===== src/rtl/gbrd_pkg.sv =====
package gbrd_pkg;

  // Board storage
  localparam int GRID_MAX    = 32;
  localparam int COORD_W     = $clog2(GRID_MAX);
  localparam int SIZE_W      = 6;
  localparam int CELLS       = GRID_MAX * GRID_MAX;
  localparam int QUEUE_DEPTH = CELLS + 1;
  localparam int QPTR_W      = $clog2(QUEUE_DEPTH);
  localparam int DIST_W      = 10;

  localparam logic [DIST_W-1:0] DIST_MAX = {DIST_W{1'b1}};
  localparam logic [SIZE_W-1:0] SIZE_RESET = SIZE_W'(GRID_MAX);

  // Request opcodes
  localparam logic [1:0] OP_CLEAR = 2'd0;
  localparam logic [1:0] OP_MARK  = 2'd1;
  localparam logic [1:0] OP_QUERY = 2'd2;

  // Neighbor directions, in expansion order
  localparam logic [1:0] DIR_UP    = 2'd0;
  localparam logic [1:0] DIR_RIGHT = 2'd1;
  localparam logic [1:0] DIR_DOWN  = 2'd2;
  localparam logic [1:0] DIR_LEFT  = 2'd3;

  typedef struct packed {
    logic [1:0] op;
    logic [4:0] row;
    logic [4:0] col;
    logic [4:0] target_row;
  } gbrd_in_t;

  typedef struct packed {
    logic [9:0] distance;
    logic       reachable;
  } gbrd_out_t;

  typedef struct packed {
    logic [COORD_W-1:0] r;
    logic [COORD_W-1:0] c;
    logic [DIST_W-1:0]  len;
  } gbrd_qent_t;

  // Controller to datapath
  typedef struct packed {
    logic       clr_block;
    logic       mark_block;
    logic       start_query;
    logic       q_rd;
    logic       pop_adv;
    logic       nb_rd;
    logic [1:0] nb_dir;
    logic       nb_eval;
    logic       res_found;
    logic       res_none;
  } gbrd_cmd_t;

  // Datapath to controller
  typedef struct packed {
    logic q_empty;
    logic hit;
  } gbrd_stat_t;

endpackage


===== src/rtl/gbrd_ctrl.sv =====
module gbrd_ctrl
  import gbrd_pkg::*;
(
  input  logic       clk,
  input  logic       rst_n,
  input  logic       start,
  input  logic [1:0] op,
  input  gbrd_stat_t stat,
  output gbrd_cmd_t  cmd,
  output logic       busy,
  output logic       out_valid
);

  typedef enum logic [1:0] {S_IDLE, S_POP, S_CHECK, S_EXPAND} state_t;

  state_t     state_r, state_nxt;
  logic [2:0] k_r, k_nxt;
  logic       out_valid_r, out_valid_nxt;

  localparam logic [2:0] K_DONE = 3'd4;

  always_comb begin
    state_nxt     = state_r;
    k_nxt         = k_r;
    out_valid_nxt = 1'b0;
    cmd           = '0;
    unique case (state_r)
      S_IDLE: begin
        if (start) begin
          unique case (op)
            OP_CLEAR: cmd.clr_block = 1'b1;
            OP_MARK:  cmd.mark_block = 1'b1;
            OP_QUERY: begin
              cmd.start_query = 1'b1;
              state_nxt       = S_POP;
            end
            default: ;
          endcase
        end
      end
      S_POP: begin
        if (stat.q_empty) begin
          cmd.res_none  = 1'b1;
          out_valid_nxt = 1'b1;
          state_nxt     = S_IDLE;
        end else begin
          cmd.q_rd  = 1'b1;
          state_nxt = S_CHECK;
        end
      end
      S_CHECK: begin
        if (stat.hit) begin
          cmd.res_found = 1'b1;
          out_valid_nxt = 1'b1;
          state_nxt     = S_IDLE;
        end else begin
          cmd.pop_adv = 1'b1;
          cmd.nb_rd   = 1'b1;
          cmd.nb_dir  = DIR_UP;
          k_nxt       = 3'd1;
          state_nxt   = S_EXPAND;
        end
      end
      S_EXPAND: begin
        // read neighbor k while testing neighbor k-1
        cmd.nb_eval = 1'b1;
        if (k_r == K_DONE) begin
          state_nxt = S_POP;
        end else begin
          cmd.nb_rd  = 1'b1;
          cmd.nb_dir = k_r[1:0];
          k_nxt      = k_r + 1'b1;
        end
      end
      default: state_nxt = S_IDLE;
    endcase
  end

  always_ff @(posedge clk) begin
    if (!rst_n) begin
      state_r     <= S_IDLE;
      k_r         <= '0;
      out_valid_r <= 1'b0;
    end else begin
      state_r     <= state_nxt;
      k_r         <= k_nxt;
      out_valid_r <= out_valid_nxt;
    end
  end

  assign busy      = (state_r != S_IDLE);
  assign out_valid = out_valid_r;

`ifndef NO_ASSERTIONS
  a_strobe_single: assert property (@(posedge clk) disable iff (!rst_n)
    out_valid_r |=> !out_valid_r) else $error("result strobe longer than one cycle");
  a_query_enter: assert property (@(posedge clk) disable iff (!rst_n)
    (state_r == S_IDLE && start && op == OP_QUERY) |=> (state_r == S_POP))
    else $error("query not started");
  a_k_range: assert property (@(posedge clk) disable iff (!rst_n)
    k_r <= K_DONE) else $error("neighbor counter out of range");
`endif

endmodule


===== config.mk =====
export PLATFORM = sky130hd
export DESIGN_NAME = gbrd_ctrl
export DESIGN_NICKNAME = d
export VERILOG_FILES = /design/src/rtl/gbrd_pkg.sv /design/src/rtl/gbrd_ctrl.sv
export SDC_FILE = /design/constraint.sdc
export NUM_CORES = 1
export LEC_CHECK = 0
export BUFFER_PORTS_ARGS = -buffer_cell sky130_fd_sc_hd__clkbuf_2
export CELL_PAD_IN_SITES_DETAIL_PLACEMENT = 1
export CELL_PAD_IN_SITES_GLOBAL_PLACEMENT = 1
export CORE_AREA = 2 2 40 42
export CTS_BUF_LIST = sky130_fd_sc_hd__clkbuf_4 sky130_fd_sc_hd__clkbuf_8
export DETAILED_ROUTE_END_ITERATION = 16
export DIE_AREA = 0 0 42 44
export GPL_TIMING_DRIVEN = 0
export PLACE_DENSITY_LB_ADDON = 0.1
export SYNTH_ARGS = -nofsm -noshare
export SYNTH_HDL_FRONTEND = slang
export SYNTH_SLANG_ARGS = --single-unit

===== constraint.sdc =====
create_clock -name clk -period 3.67 [get_ports clk]
set_input_delay 1.101 -clock clk [delete_from_list [all_inputs] [get_ports clk]]
set_output_delay 1.101 -clock clk [all_outputs]
set_load 0.01 [all_outputs]

==> qor_table.md <==
| Stage | Parameter | This run |
| --- | --- | --- |
| floorplan | Effective utilization at floorplan | 36.1% |
| drt | DR vias | 485 |
| power and ir drop | Pwr/cell area | 311 mW/mm² |
| global route | Via count of the first global-routing pass | 475 |
| timing | Crit path time final | 2.86 ns |
| synth | Synth Flop Type | dfxtp_1 |
| power and ir drop | Net switching power figure | 65.9 µW |
| global route | Largest net degree at the start of global routing | 11 |
| power and ir drop | Clock power share | 31.6% |
| placed design | Post-detailed-placement half-perimeter wirelength | 987 µm |
| clock tree | Clock-pin slew reported for the worst setup and hold paths after clock tree synthesis | 0.06 ns |
| setup path | Largest fanout on the critical path | 4 |
| timing | Final-report setup violation count | 0 |
| global route | Global-route wire length before repair | 2080 µm |
| global route | Global route overflow | 0 |
| clock tree | Number of buffers on the longest clock path | 2 |
| timing | Transition time of the tightest slew-check pin | 0.245 ns |
| floorplan | Area of the die | 0.00185 mm² |
| synth | Cell count after synthesis | 57 |
| synth | Post-synth design cell area | 512 µm² |
| power and ir drop | Sw Share | 32.6% |
| timing | Final worst clock skew | 0.0120 ns |
| synth | Post-synth top area share | 23.5% |
| run | Count of max-cap constraint violations | 0 |
| synth | Avg Cell Area, Syn | 8.98 µm² |
| layout | Area Growth Syn to Fin | 26.9% |
| synth | Post-synthesis sequential area ratio | 23.5% |
| min path | Classification of the worst-slack hold path | reg -> reg |
| layout | Layout cell share with drive strength beyond 1 | 43.0% |
| synth | Seq cells post-synth | 6 |
| clock tree | Clock H-tree levels | 1 |
| timing | F_max | 0.349 GHz |
| synth | Proportion of synthesized flip-flops having asynchronous set or reset | 0% |
| clock tree | Library cell used as clock root buffer | clkbuf_4 |
| power and ir drop | Overall power of the completed layout | 202 µW |
| clock tree | Number of post-CTS setup repair buffers | 0 |
| drt | Drt wl/cell | 12.8 µm |
| drt | DR pass1 iterations | 1 |
| floorplan | Standard cell core area | 0.00142 mm² |
| floorplan | DIE HEIGHT | 44 µm |
| clock tree | Resize count post-CTS | 0 |
| timing | Final period utilization | 78.0% |
| timing | Unrepaired setup endpoints after global routing | false |
| placed design | DP Cell Count | 92 |
| layout | Net count reported at finish | 94 |
| clock tree | CTS tree | yes |
| floorplan | Rows | 14 |
| setup path | Endpoint required time on the critical path | 2.57 ns |
| setup path | Class of the most critical setup path | in -> out |
| synth | Syn Nets | 70 |
| drt | Detail Route Antenna Nets | 0 |
| timing | Relative slew margins | 83.7% |
| synth | Main area contributors after synthesis | dfxtp_1 (23%), ha_1 (15%), mux2i_1 (5.9%) |
| layout | Ant. Diodes | 0 |
| timing | Accumulated negative setup slack | 0 ns |
| setup path | Worst EP arrival | 1.76 ns |
| layout | Final-layout fill cell count | 183 |
| timing | Hold violation count in the final report | 0 |
| global route | GRT Util Overall | 15.2% |
| setup path | Category of the worst setup path launch point | input pin |
| floorplan | Die X | 42 µm |
| placed design | Count of input and output buffers | 19 |
| clock tree | Hold_buf cts | 0 |
| drt | Detailed-route DRC error count | 0 |
| timing | Number of max-slew violations in the final report | 0 |
| clock tree | Worst skew pair latency | 0.25 ns |
| synth | Number of enable-type register cells in the synthesized netlist | 0 |
| power and ir drop | Part of the power in registers | 36.3% |
| placed design | Routability congestion estimate | 0.714 |
| layout | Fin cells | 95 |
| setup path | Critical Path End Type | primary output |
| synth | Number of warnings printed during yosys synthesis | 0 |
| drt | Total Routed Length | 1220 µm |
| power and ir drop | Leakage | 0.333 nW |
| drt | Detail-routed via count per cell | 5.11 |
| synth | Most used standard cells in the synthesized netlist | dfxtp_1 (6), ha_1 (6), inv_1 (6) |
| status | Result of the run | completed |
| clock tree | CTS sink cnt | 6 |
| drt | Detailed router's first-iteration violation count | 0 |
| clock tree | CTS Buf Count | 3 |
| global route | Antenna violations before repair | 0 |
| power and ir drop | Comb power frac | 32.1% |
| synth | Cell variety after synth | 33 |
| floorplan | Number of primary I/O pins | 20 |
| synth | Cell type with the largest total area after synthesis | dfxtp_1 |
| power and ir drop | Power Internal | 136 µW |
| setup path | Setup slack, reg-to-reg | 2.27 ns |
| power and ir drop | Worst voltage drop across the vdd grid | 172 µV |
power groups by stage:
stage	logic [mW]	registers [mW]	clock network (mW)
6_report	0.0649	0.0734	0.0639
5_1_grt	0.0738	0.0737	0.0713
4_1_cts	0.0663	0.0733	0.0673
3_5_place_dp	0.0660	0.0747	0
3_3_place_gp	0.0650	0.0745	0
2_1_floorplan	0.0433	0.0740	0
flip-flops by register name, summed over array words and instances, names as in the netlist:
name       cells
out_valid      1
k_r            3
state_r        2
through the flow:
stage	setup slack, ns	instance area [µm²]	hold WS, ns	util [%]
after floorplan	1.03	512	0.468	-
after global placement	0.805	627	0.491	44.2
after detailed placement	0.806	627	0.504	44.2
after CTS	0.803	649	0.511	45.8
after global routing	0.790	649	0.543	45.8
final	0.808	649	0.506	45.8
path summary, 6_finish.rpt:
kind                      startpoint                 endpoint  cells after the start
max                          stat[0]                   cmd[5]                      4
min          state_r[0]$_SDFFE_PN0P_  state_r[0]$_SDFFE_PN0P_                      2
max reg2reg  state_r[0]$_SDFFE_PN0P_      k_r[1]$_SDFFE_PN0P_                      6
min reg2reg  state_r[0]$_SDFFE_PN0P_  state_r[0]$_SDFFE_PN0P_                      2
kinds of logic (layout without fill, tap and decap cells):
kind of cell             Yosys count  in the layout  synth area share [%]
AO/OA/AOI/OAI                     11             11                  20.0
multiplexers                       3              3                  5.87
AND/OR/NAND/NOR                   23             23                  29.3
flip-flops                         6              6                  23.5
buffers and inverters              8             30                  6.60
adder cells (fa/ha/maj)            6              6                  14.7
layer usage:
layer  global-route usage (%)  share of wire [%]  up-vias
li1                         -                  -      251
met1                     17.8                 45      225
met5                        0                  0        -
met2                     25.9                 50        7
met4                     5.81               0.74        0
met3                     5.00                3.2        2
worst max-delay path, stage by stage:
cell and delay (ns):
clkbuf_2 0.12, and2b_2 0.24, a21o_2 0.18, clkbuf_2 0.12
layout by cell type (no fill, tap or decap), types with 2 or more instances in the layout:
master,Yosys,routed
clkbuf_2,0,19
inv_1,6,6
ha_1,6,6
dfxtp_1,6,6
and3_2,3,3
nand2_1,3,3
mux2i_1,3,3
clkbuf_4,0,3
nand2_2,2,2
nor3b_1,2,2
nand2b_1,2,2
area by class of cell:
type	instances	area (µm²)	area share, %
Buffer	1	7.51	1.16
Clock buffer	3	22.5	3.47
Tap cell	16	20.0	3.08
Timing Repair Buffer	19	95.1	14.6
Sequential cell	6	120	18.5
Inverter	7	26.3	4.05
Multi-Input combinational cell	43	358	55.1
Note: power is estimated with default switching activity, not from simulation.
